==> src/cdcb_pkg.sv <==
// Shared types, command codes and reply tables of the CD changer bus responder.
`default_nettype none
package cdcb_pkg;

   // Command codes, also shown on the result channel.
   typedef enum logic [3:0] {
      CMD_NONE     = 4'd0,
      CMD_INIT     = 4'd1,
      CMD_PLAY     = 4'd2,
      CMD_INFO     = 4'd3,
      CMD_PWRDN    = 4'd4,
      CMD_NEXT     = 4'd5,
      CMD_PREV     = 4'd6,
      CMD_DISCUP   = 4'd7,
      CMD_DISCDN   = 4'd8,
      CMD_RANDOM   = 4'd9,
      CMD_FFWD     = 4'd10,
      CMD_FREV     = 4'd11
   } cmd_type;

   // Last reply index of the play and info streams.
   localparam logic [3:0] PLAY_LAST_INDEX = 4'd8;
   localparam logic [3:0] CART_LAST_INDEX = 4'd5;

   // Status codes and reset values of the editable play info bytes.
   localparam logic [7:0] STATUS_STOP  = 8'h02;
   localparam logic [7:0] STATUS_PLAY  = 8'h08;
   localparam logic [7:0] DISC_RESET   = 8'h01;
   localparam logic [7:0] TRACK_RESET  = 8'h01;
   localparam logic [7:0] WINDOW_RESET = 8'hFF;

   // Depth of the byte history kept ahead of the newest byte.
   localparam int unsigned HIST_DEPTH = 4;

   localparam int unsigned RSP_DATA_W = 40;

   // One result item.
   typedef struct packed {
      logic [7:0] track_number;
      logic [7:0] disc_number;
      logic [7:0] play_status;
      cmd_type    matched_cmd;
      logic [7:0] tx_byte;
      logic       tx_enable;
   } rsp_type;

   // Play info byte at a reply index; bytes past the table read as zero.
   function automatic logic [7:0] play_byte(input logic [3:0] idx,
                                            input logic [7:0] status,
                                            input logic [7:0] disc,
                                            input logic [7:0] track);
      logic [7:0] b;
      case (idx)
         4'd0:    b = 8'h00;
         4'd1:    b = status;
         4'd2:    b = 8'h00;
         4'd3:    b = disc;
         4'd4:    b = 8'h80;
         4'd5:    b = track;
         4'd6:    b = 8'hC7;
         4'd7:    b = 8'h0A;
         4'd8:    b = status;
         default: b = 8'h00;
      endcase
      return b;
   endfunction

   // Cartridge info byte at a reply index; bytes past the table read as zero.
   function automatic logic [7:0] cart_byte(input logic [3:0] idx);
      logic [7:0] b;
      case (idx)
         4'd0:    b = 8'h00;
         4'd1:    b = 8'hFC;
         4'd2:    b = 8'hFF;
         4'd3:    b = 8'h4A;
         4'd4:    b = 8'hFC;
         4'd5:    b = 8'hFF;
         default: b = 8'h00;
      endcase
      return b;
   endfunction

endpackage
`default_nettype wire

==> src/cdcb_matcher.sv <==
// Priority matcher of the byte window against the command patterns.
`default_nettype none
module cdcb_matcher (
   input  wire logic [7:0]      w2,
   input  wire logic [7:0]      w3,
   input  wire logic [7:0]      w4,
   input  wire logic [7:0]      w5,
   input  wire logic [7:0]      w6,
   input  wire logic [7:0]      device_id,
   output cdcb_pkg::cmd_type    cmd
);

   logic       tail_init_a;
   logic       tail_init_b;
   logic       tail_play;
   logic       tail_mid;
   logic       id_at2;
   logic       id_at3;
   logic       id_at4;
   logic       play_id_at2;

   // Pattern pieces, some shared by several commands.
   assign tail_init_a = (w4 == 8'h07) && (w5 == 8'h1A) && (w6 == 8'hEE);
   assign tail_init_b = (w4 == 8'hED) && (w5 == 8'h80) && (w6 == 8'h86);
   assign tail_play   = (w3 == 8'h1B) && (w4 == 8'hE0) && (w5 == 8'h01) && (w6 == 8'h08);
   assign tail_mid    = (w3 == 8'h1B) && (w4 == 8'h2D) && (w6 == 8'h01);
   assign id_at2      = (w2 == device_id);
   assign id_at3      = (w3 == device_id);
   assign id_at4      = (w4 == device_id);
   // The play id is one above the device id, compared without wrap.
   assign play_id_at2 = ({1'b0, w2} == ({1'b0, device_id} + 9'd1));

   // First match in priority order wins.
   always_comb begin
      if (tail_init_a || tail_init_b) begin
         cmd = cdcb_pkg::CMD_INIT;
      end else if (play_id_at2 && tail_play) begin
         cmd = cdcb_pkg::CMD_PLAY;
      end else if (id_at4 && (w5 == 8'h1E) && (w6 == 8'hEF)) begin
         cmd = cdcb_pkg::CMD_INFO;
      end else if (id_at4 && (w5 == 8'h19) && (w6 == 8'h22)) begin
         cmd = cdcb_pkg::CMD_PWRDN;
      end else if (id_at2 && tail_mid && (w5 == 8'h40)) begin
         cmd = cdcb_pkg::CMD_NEXT;
      end else if (id_at2 && tail_mid && (w5 == 8'h00)) begin
         cmd = cdcb_pkg::CMD_PREV;
      end else if (id_at3 && (w4 == 8'h1A) && (w5 == 8'h50) && (w6 == 8'h41)) begin
         cmd = cdcb_pkg::CMD_DISCUP;
      end else if (id_at3 && (w4 == 8'h1A) && (w5 == 8'h50) && (w6 == 8'h01)) begin
         cmd = cdcb_pkg::CMD_DISCDN;
      end else if (id_at4 && (w5 == 8'h19) && (w6 == 8'h52)) begin
         cmd = cdcb_pkg::CMD_RANDOM;
      end else if (id_at4 && (w5 == 8'h19) && (w6 == 8'h29)) begin
         cmd = cdcb_pkg::CMD_FFWD;
      end else if (id_at4 && (w5 == 8'h19) && (w6 == 8'h2F)) begin
         cmd = cdcb_pkg::CMD_FREV;
      end else begin
         cmd = cdcb_pkg::CMD_NONE;
      end
   end

endmodule
`default_nettype wire

==> src/cdcb_engine.sv <==
// Command state, byte history and play info, with the reply for one request.
`default_nettype none
module cdcb_engine (
   input  wire logic            clock,
   input  wire logic            reset,
   input  wire logic            step,
   input  wire logic [7:0]      rx_byte,
   input  wire logic [7:0]      device_id,
   output cdcb_pkg::rsp_type    rsp
);

   logic [7:0]          hist_ff [cdcb_pkg::HIST_DEPTH];
   cdcb_pkg::cmd_type   pending_ff;
   cdcb_pkg::cmd_type   pending_in;
   logic [3:0]          index_ff;
   logic [3:0]          index_in;
   logic [7:0]          status_ff;
   logic [7:0]          status_in;
   logic [7:0]          disc_ff;
   logic [7:0]          disc_in;
   logic [7:0]          track_ff;
   logic [7:0]          track_in;
   cdcb_pkg::cmd_type   match_cmd;
   cdcb_pkg::cmd_type   cmd;
   logic [4:0]          index_inc;
   logic [3:0]          play_next;
   logic [3:0]          cart_next;
   logic                tx_en;
   logic [7:0]          tx;

   // The window after the shift: history bytes, then the new byte.
   cdcb_matcher u_matcher (
      .w2        (hist_ff[0]),
      .w3        (hist_ff[1]),
      .w4        (hist_ff[2]),
      .w5        (hist_ff[3]),
      .w6        (rx_byte),
      .device_id (device_id),
      .cmd       (match_cmd)
   );

   // A pending command takes over from the matcher.
   always_comb begin
      case (pending_ff) inside
         cdcb_pkg::CMD_INIT, cdcb_pkg::CMD_PLAY, cdcb_pkg::CMD_INFO: cmd = pending_ff;
         default: cmd = match_cmd;
      endcase
   end

   // Next reply index of the play and info streams, wrapping after the last byte.
   assign index_inc = {1'b0, index_ff} + 5'd1;
   assign play_next = (index_inc > {1'b0, cdcb_pkg::PLAY_LAST_INDEX}) ? 4'd0 : index_inc[3:0];
   assign cart_next = (index_inc > {1'b0, cdcb_pkg::CART_LAST_INDEX}) ? 4'd0 : index_inc[3:0];

   // Command execution.
   always_comb begin
      tx_en      = 1'b0;
      tx         = 8'h00;
      pending_in = cdcb_pkg::CMD_NONE;
      index_in   = index_ff;
      status_in  = status_ff;
      disc_in    = disc_ff;
      track_in   = track_ff;
      unique case (cmd)
         cdcb_pkg::CMD_INIT: begin
            if (rx_byte == device_id) begin
               tx_en = 1'b1;
               tx    = device_id;
            end else begin
               pending_in = cdcb_pkg::CMD_INIT;
            end
         end
         cdcb_pkg::CMD_PWRDN: begin
            tx_en     = 1'b1;
            status_in = cdcb_pkg::STATUS_STOP;
         end
         cdcb_pkg::CMD_FREV: begin
            tx_en     = 1'b1;
            status_in = cdcb_pkg::STATUS_PLAY;
         end
         cdcb_pkg::CMD_NEXT:   track_in = track_ff + 8'd1;
         cdcb_pkg::CMD_PREV:   track_in = track_ff - 8'd1;
         cdcb_pkg::CMD_DISCUP: begin
            disc_in  = disc_ff + 8'd1;
            track_in = 8'h01;
         end
         cdcb_pkg::CMD_DISCDN: begin
            disc_in  = disc_ff - 8'd1;
            track_in = 8'h01;
         end
         cdcb_pkg::CMD_PLAY: begin
            tx_en      = 1'b1;
            tx         = cdcb_pkg::play_byte(index_ff, status_ff, disc_ff, track_ff);
            index_in   = play_next;
            pending_in = (play_next == 4'd0) ? cdcb_pkg::CMD_NONE : cdcb_pkg::CMD_PLAY;
         end
         cdcb_pkg::CMD_INFO: begin
            tx_en      = 1'b1;
            tx         = cdcb_pkg::cart_byte(index_ff);
            index_in   = cart_next;
            pending_in = (cart_next == 4'd0) ? cdcb_pkg::CMD_NONE : cdcb_pkg::CMD_INFO;
         end
         default: begin
         end
      endcase
   end

   // Result fields show the play info after this request.
   always_comb begin
      rsp.tx_enable    = tx_en;
      rsp.tx_byte      = tx;
      rsp.matched_cmd  = cmd;
      rsp.play_status  = status_in;
      rsp.disc_number  = disc_in;
      rsp.track_number = track_in;
   end

   // State update once per request.
   always_ff @(posedge clock) begin
      if (reset) begin
         for (int i = 0; i < cdcb_pkg::HIST_DEPTH; i++) begin
            hist_ff[i] <= cdcb_pkg::WINDOW_RESET;
         end
         pending_ff <= cdcb_pkg::CMD_NONE;
         index_ff   <= 4'd0;
         status_ff  <= cdcb_pkg::STATUS_STOP;
         disc_ff    <= cdcb_pkg::DISC_RESET;
         track_ff   <= cdcb_pkg::TRACK_RESET;
      end else if (step) begin
         for (int i = 0; i < cdcb_pkg::HIST_DEPTH - 1; i++) begin
            hist_ff[i] <= hist_ff[i + 1];
         end
         hist_ff[cdcb_pkg::HIST_DEPTH - 1] <= rx_byte;
         pending_ff <= pending_in;
         index_ff   <= index_in;
         status_ff  <= status_in;
         disc_ff    <= disc_in;
         track_ff   <= track_in;
      end
   end

endmodule
`default_nettype wire

==> src/cd_changer_bus_responder.sv <==
// Top level of the CD changer bus responder: request and result registers and the id register.
`default_nettype none
// Each request carries one received bus byte and produces exactly one result. A request
// passes through an input register, then window compare, command execution and reply
// table read, and lands in a result register. One request can be accepted every cycle
// as long as results are taken. A stalled result holds the request in the input
// register. The user must write the device id register only while no request is in
// flight; the block itself does not enforce it.
module cd_changer_bus_responder (
   input  wire logic        clock,
   input  wire logic        reset,
   input  wire logic        req_tvalid,
   output logic             req_tready,
   input  wire logic [7:0]  req_tdata,   // [7:0] rx_byte
   output logic             rsp_tvalid,
   input  wire logic        rsp_tready,
   // [0] tx_enable, [8:1] tx_byte, [12:9] matched_cmd, [20:13] play_status,
   // [28:21] disc_number, [36:29] track_number, [39:37] zero
   output logic [cdcb_pkg::RSP_DATA_W-1:0] rsp_tdata,
   input  wire logic        csr_we,
   input  wire logic [7:0]  csr_wdata
);

   logic [7:0]          device_id_ff;
   logic                in_valid_ff;
   logic [7:0]          in_byte_ff;
   logic                out_valid_ff;
   cdcb_pkg::rsp_type   out_ff;
   cdcb_pkg::rsp_type   rsp;
   logic                out_ready;
   logic                advance;

   // Pipeline flow: the result register frees when taken, the input register moves on.
   assign out_ready  = !out_valid_ff || rsp_tready;
   assign advance    = in_valid_ff && out_ready;
   assign req_tready = !in_valid_ff || advance;

   cdcb_engine u_engine (
      .clock     (clock),
      .reset     (reset),
      .step      (advance),
      .rx_byte   (in_byte_ff),
      .device_id (device_id_ff),
      .rsp       (rsp)
   );

   // Device id register.
   always_ff @(posedge clock) begin
      if (reset) begin
         device_id_ff <= 8'hE8;
      end else if (csr_we) begin
         device_id_ff <= csr_wdata;
      end
   end

   // Input register.
   always_ff @(posedge clock) begin
      if (reset) begin
         in_valid_ff <= 1'b0;
      end else if (req_tready) begin
         in_valid_ff <= req_tvalid;
      end
   end

   always_ff @(posedge clock) begin
      if (req_tready && req_tvalid) begin
         in_byte_ff <= req_tdata;
      end
   end

   // Result register.
   always_ff @(posedge clock) begin
      if (reset) begin
         out_valid_ff <= 1'b0;
      end else if (out_ready) begin
         out_valid_ff <= in_valid_ff;
      end
   end

   always_ff @(posedge clock) begin
      if (advance) begin
         out_ff <= rsp;
      end
   end

   assign rsp_tvalid = out_valid_ff;
   assign rsp_tdata  = {{(cdcb_pkg::RSP_DATA_W - $bits(cdcb_pkg::rsp_type)){1'b0}}, out_ff};

   // A result without a command never drives the bus.
   a_no_cmd_no_tx: assert property (@(posedge clock) disable iff (reset)
      out_valid_ff && (out_ff.matched_cmd == cdcb_pkg::CMD_NONE) |-> !out_ff.tx_enable)
      else $error("reply enabled without a command");

   // Status is always one of the two status codes.
   a_status_code: assert property (@(posedge clock) disable iff (reset)
      out_valid_ff |-> (out_ff.play_status == cdcb_pkg::STATUS_STOP) ||
                       (out_ff.play_status == cdcb_pkg::STATUS_PLAY))
      else $error("play status out of range");

   // A held request is not lost while the result side stalls.
   a_input_held: assert property (@(posedge clock) disable iff (reset)
      in_valid_ff && !advance |=> in_valid_ff && $stable(in_byte_ff))
      else $error("stalled request dropped");

   // A request leaving the input register always lands in the result register.
   a_result_loaded: assert property (@(posedge clock) disable iff (reset)
      advance |=> out_valid_ff)
      else $error("result not registered");

endmodule
`default_nettype wire

==> config.mk <==
export PLATFORM = sky130hd
export DESIGN_NAME = cd_changer_bus_responder
export DESIGN_NICKNAME = d
export VERILOG_FILES = /design/src/cdcb_pkg.sv /design/src/cdcb_matcher.sv /design/src/cdcb_engine.sv /design/src/cd_changer_bus_responder.sv
export SDC_FILE = /design/constraint.sdc
export NUM_CORES = 1
export LEC_CHECK = 0
export BUFFER_PORTS_ARGS = -buffer_cell sky130_fd_sc_hd__buf_2
export CORE_MARGIN = 1.5
export CORE_UTILIZATION = 39
export DETAILED_ROUTE_END_ITERATION = 16
export GPL_ROUTABILITY_DRIVEN = 0
export GPL_TIMING_DRIVEN = 0
export PLACE_DENSITY = 0.56
export RECOVER_POWER = 25
export SYNTH_ARGS = -nofsm -noshare
export SYNTH_HDL_FRONTEND = slang
export SYNTH_HIERARCHICAL = 1
export SYNTH_SLANG_ARGS = --single-unit
==> constraint.sdc <==
create_clock -name clock -period 9.1 [get_ports clock]
set_input_delay 0.91 -clock clock [delete_from_list [all_inputs] [get_ports clock]]
set_output_delay 0.91 -clock clock [all_outputs]
set_load 0.02 [all_outputs]
### After elaboration in Yosys (flattened, before gate mapping)

Memories as Yosys holds them, arrays and structs flattened.
Index checks and enable logic that the tools add are counted.

| operators by class | value |
|---|---|
| reductions and logical operators | 42 |
| eq/ne operators | 48 |
| $lt $le $gt $ge | 2 |
| add/sub/neg operators | 6 |
| multiplexer cells | 37 |
| bitwise operators | 4 |

Operator list:

| cell | count |
|---|---|
| $pmux 8 s3 | 3 |
| $mux 4 | 14 |
| $eq 8x8->1 const B | 6 |
| $pmux 8 s6 | 1 |
| $eq 8x5->1 const B | 5 |
| $mux 8 | 5 |
| $eq 4x3->1 const B | 8 |
| $eq 8x6->1 const B | 4 |
| $eq 8x7->1 const B | 4 |
| $eq 8x8->1 | 4 |
| $pmux 8 s2 | 2 |
| $logic_and 1x1->1 | 26 |
| $eq 4x2->1 const B | 6 |
| $add 8x1->8 const B | 2 |
| $eq 8x1->1 const B | 2 |
| $sub 8x1->8 const B | 2 |
| $eq 4x1->1 const B | 3 |
| $eq 4x4->1 const B | 3 |
| $pmux 4 s3 | 1 |
| $add 8x1->9 const B | 1 |
| $eq 8x9->1 | 1 |
| $eq 8x3->1 const B | 1 |
| $eq 8x4->1 const B | 1 |
| $logic_not 4->1 | 2 |
| 16 further kinds | 32 |

| word-level totals | value |
|---|---|
| RAM bits | 32 |
| flip-flop bits (word level) | 87 |
| input port bits | 21 |
| memories | 1 |
| word-level logic and storage cells | 155 |

Memories:

| memory | words | bits a word | read ports | clocked after Yosys merged registers in | wr ports | line | source |
|---|---|---|---|---|---|---|---|
| u_engine.hist_ff | 4 | 8 | 4 | 0 | 4 | cdcb_engine.sv:12 | `logic [7:0] hist_ff [cdcb_pkg::HIST_DEPTH];` |

### Logic depth before layout (Yosys ltp)

An unclocked memory read counts as a cell.

| logic depth | value |
|---|---|
| depth in word-level cells | 19 |
| depth in mapped cells | 18 |
| mapped depth without buffers | 16 |

### Hierarchy

The synthesis kept the hierarchy.

Modules (own cells, without submodules):

| module | area each (µm²) | cells an instance | times used |
|---|---|---|---|
| cdcb_engine | 4172.8 | 480 | 1 |
| cd_changer_bus_responder | 1759.2 | 85 | 1 |
| cdcb_matcher | 894.6 | 128 | 1 |

### Worst setup path after synthesis

No wires, ideal clock.

| timing path | value |
|---|---|
| path kind | register to register |
| from | memory u_engine.hist_ff[3][1] |
| to | register out_ff, in the netlist rsp_tdata[27], data pin |
| arrival time | 3.927 ns |
| required time | 8.838 ns |
| library setup time | 0.262 ns |
| cell stages (with the launch flop) | 17 |
| path buffers | 1 |
| slack | 4.910 ns |
| cells stage by stage | edfxtp_1 -> or4b_4 -> or4_4 -> nor4_4 -> inv_1 -> o21ai_1 -> buf_2 -> nor2b_1 -> nand3_1 -> inv_1 -> ha_1 -> nor2b_1 -> o21ai_0 -> a21boi_0 -> o22ai_1 -> xor2_1 -> o21ai_0 |

RTL lines:

| what | line | source |
|---|---|---|
| start, declared | cdcb_engine.sv:12 |  |
| end signal, assigned | cd_changer_bus_responder.sv:82 | `out_ff <= rsp;` |
| end, declared | cd_changer_bus_responder.sv:28 | `cdcb_pkg::rsp_type out_ff;` |

==> reports/qor.yml <==
run_status:
  status: "finished, final reports clean"
cts:
  clock_latency_ps: 420
  post_cts_buffers: 0
  cts_max_path_buffers: 2
  clkSlewWorstSetupHoldPaths_ps: 60
  clockRootBuffer: "clkbuf_16"
  post_cts_resized: 0
  cts-hold-fix-buffers: 0
  htree_levels: 4
  clkSinkCount: 117
  cts_tree: "done"
  cts_buffers: 17
synthesis:
  ys_warn_count: 6
  synthCells: 693
  synth_area_mm2: 0.006827
  ys.flop_type: "edfxtp_1"
  synth_seq_cells: 117
  yosysUniqueCellTypes: 80
  syn_area_per_cell_um2: 9.851
  ys_seq_area_share_pct: 45.60
  synthArstFlopShare_pct: 0
  synth_edf_count: 77
place:
  post-place-ws_ps: 4300
  placed_area_mm2: 0.007440
  hpwl_um: 13380
  port_buffers: 59
hold_path:
  min_from: "in_valid_ff"
  hold_path_class: "flop to flop"
global_routing:
  antenna_found_initial: 0
  overflow: 0
  grt_first_pass_wirelength_um: 28650
  grt_usage_pct: 20.54
  grt_pass1_vias: 5287
  grt_start_max_net_pins: 33
timing:
  worst_slew_pin_slew_ps: 1368
  clock-skew-final_ps: 15.73
  relSlewSlack_pct: 8.747
  setup_viol: 0
  finalHoldViolCount: 0
  clock.fmax_mhz: 205.5
  period_needed_ps: 4865
  setup_tns_ps: 0
  setup_slack_ps: 4235
  slew_viol_final: 0
  min_period_over_period_pct: 53.47
  rsz0062_at_grt: "false"
setup_path:
  crit_path_start_kind: "flop"
  required_ps: 9250
  reg2reg_to: "rsp_tdata[27]"
  rr_worst_depth: 16
  critPathCaptureType: "flop"
  timing_worst_setup_path_type: "flop to flop"
  timing.rr.start: "u_engine/hist_ff[3][2]"
  crit_fanout: 10
  critPathArrivalTime_ps: 5010
  critPathLaunch: "u_engine/hist_ff[3][2]"
  cp-endpoint: "rsp_tdata[27]"
  regToRegSetupSlack_ps: 4230
drt:
  drtIter0Drc: 599
  ant_nets: 0
  avgRoutedWirePerCell_um: 17.98
  drc: 0
  drt_pre_antenna_iters: 6
  routed-via-count: 5681
  viasPerCell: 5.614
  totalWireLength_um: 18200
finish:
  antenna_cells: 0
  final_area_mm2: 0.008011
  fin_nets: 812
  final_util_pct: 46.64
  syn2layout_area_growth_pct: 17.36
  fill_cells: 1669
  drive_above_1_share_pct: 15.76
power_and_ir_drop:
  power_leakage_uw: 0.002904
  peakVddDrop_v: 0.0001322
  power_density_mw_per_mm2: 168.6
  p_total_uw: 1350
floorplanning:
  rows: 48
  die_w_um: 135.3
  initial_core_util_pct: 39.74
  die_area_mm2: 0.01831
  core_mm2: 0.01718
  ios: 63
  die_y_um: 135.3
run:
  maxCapViolations: 0
-- Yosys cell counts, types with 8 or more instances --
| cell | n | area [um2] |
|---|---|---|
| xnor2_1 | 31 | 271.5 |
| clkbuf_1 | 28 | 105.1 |
| a22oi_1 | 9 | 67.56 |
| ha_1 | 16 | 200.2 |
| dfxtp_1 | 40 | 800.8 |
| o21ai_0 | 28 | 140.1 |
| nor2_1 | 42 | 157.7 |
| nand2b_1 | 10 | 62.56 |
| or3_1 | 37 | 231.5 |
| nor4_1 | 9 | 56.30 |
| inv_1 | 23 | 86.33 |
| xor2_1 | 16 | 140.1 |
| o21a_1 | 8 | 60.06 |
| nor3_1 | 10 | 50.05 |
| edfxtp_1 | 77 | 2312 |
| nor4b_1 | 9 | 78.83 |
| nand4_1 | 15 | 93.84 |
| nand3_1 | 20 | 100.1 |
| a21oi_1 | 37 | 185.2 |
| nor2b_1 | 20 | 125.1 |
| mux2i_1 | 10 | 100.1 |
| and2_1 | 10 | 62.56 |
| nand2_1 | 61 | 229.0 |
-- report_power, final --
| part | switching, uW | internal, uW |
|---|---|---|
| registers | 15.3 | 581 |
| logic | 54.1 | 28.8 |
| clock network | 235 | 436 |
-- area by class of cell --
| type | count | area, um2 | share of cell area (%) |
|---|---|---|---|
| Clock buffer | 19 | 442.9 | 5.529 |
| Clock inverter | 13 | 156.4 | 1.952 |
| Sequential cell | 117 | 3113 | 38.86 |
| Timing Repair Buffer | 60 | 297.8 | 3.717 |
| Tap cell | 225 | 281.5 | 3.514 |
| Inverter | 24 | 91.34 | 1.140 |
| Multi-Input combinational cell | 512 | 3433 | 42.85 |
| Buffer | 42 | 195.2 | 2.436 |
-- critical path, stage by stage, from the launching register on --
cell	delay (ps)
edfxtp_1	480
or4b_4	520
or4_4	560
nor4_4	390
inv_1	70
o21ai_1	250
buf_2	260
nor2b_1	190
nand3_1	210
inv_1	260
ha_1	310
nor2b_1	150
o21ai_0	200
a21boi_0	170
o22ai_1	300
xor2_1	170
o21ai_0	120
-- stage by stage --
stage | hold WS (ps) | cells
3_3_place_gp | 444.3 | 979
5_1_grt | 507.7 | 1012
4_1_cts | 482.4 | 1012
2_1_floorplan | 434.2 | 695
6_report | 477.6 | 1012
3_5_place_dp | 478.8 | 980
-- cells in the final DEF (no fill, tap or decap), types with 15 or more instances in the layout --
cell,synthesis,final
edfxtp_1,77,77
buf_2,6,63
nand2_1,61,61
nor2_1,42,42
dfxtp_1,40,40
a21oi_1,37,37
or3_1,37,37
clkbuf_1,28,32
xnor2_1,31,31
o21ai_0,28,28
inv_1,23,23
nor2b_1,20,20
nand3_1,20,20
clkbuf_16,0,17
xor2_1,16,16
ha_1,16,16
nand4_1,15,15
-- per-layer routing --
metal / up-vias / global-route usage [%] / wire, um
li1: 2736 / - / -
met2: 253 / 29.85 / 7761
met1: 2670 / 29.80 / 8785
met3: 22 / 4.826 / 1404
met5: - / 0 / 0
met4: 0 / 7.109 / 248
-- sequential cells by signal, indices dropped and copies added (netlist names) --
register             count
u_engine/disc_ff         8
in_valid_ff              1
u_engine/pending_ff      2
in_byte_ff               8
device_id_ff             8
u_engine/index_ff        4
rsp_tvalid               1
u_engine/status_ff       8
u_engine/hist_ff        32
rsp_tdata               37
u_engine/track_ff        8
-- worst min path at each step --
stage	endpoint	slack [ps]	depth (start not counted)
6_report	rsp_tvalid	480	2
5_1_grt	u_engine/status_ff[6]	510	1
4_1_cts	rsp_tvalid	480	2
3_5_place_dp	u_engine/status_ff[5]	480	1
3_3_place_gp	rsp_tvalid	440	2
2_1_floorplan	rsp_tvalid	430	2
-- cell families after synthesis --
| family | synth area share (%) |
|---|---|
| AOI/OAI and AO/OA | 15.08 |
| xor gates and xnor gates | 6.030 |
| adders and majority gates | 3.226 |
| buffers and inverters | 4.215 |
| DFF | 45.60 |
| muxes | 1.851 |
| other | 0.05493 |
| and+or+nand+nor | 23.94 |
No activity file was read; power rests on OpenSTA's default activity.
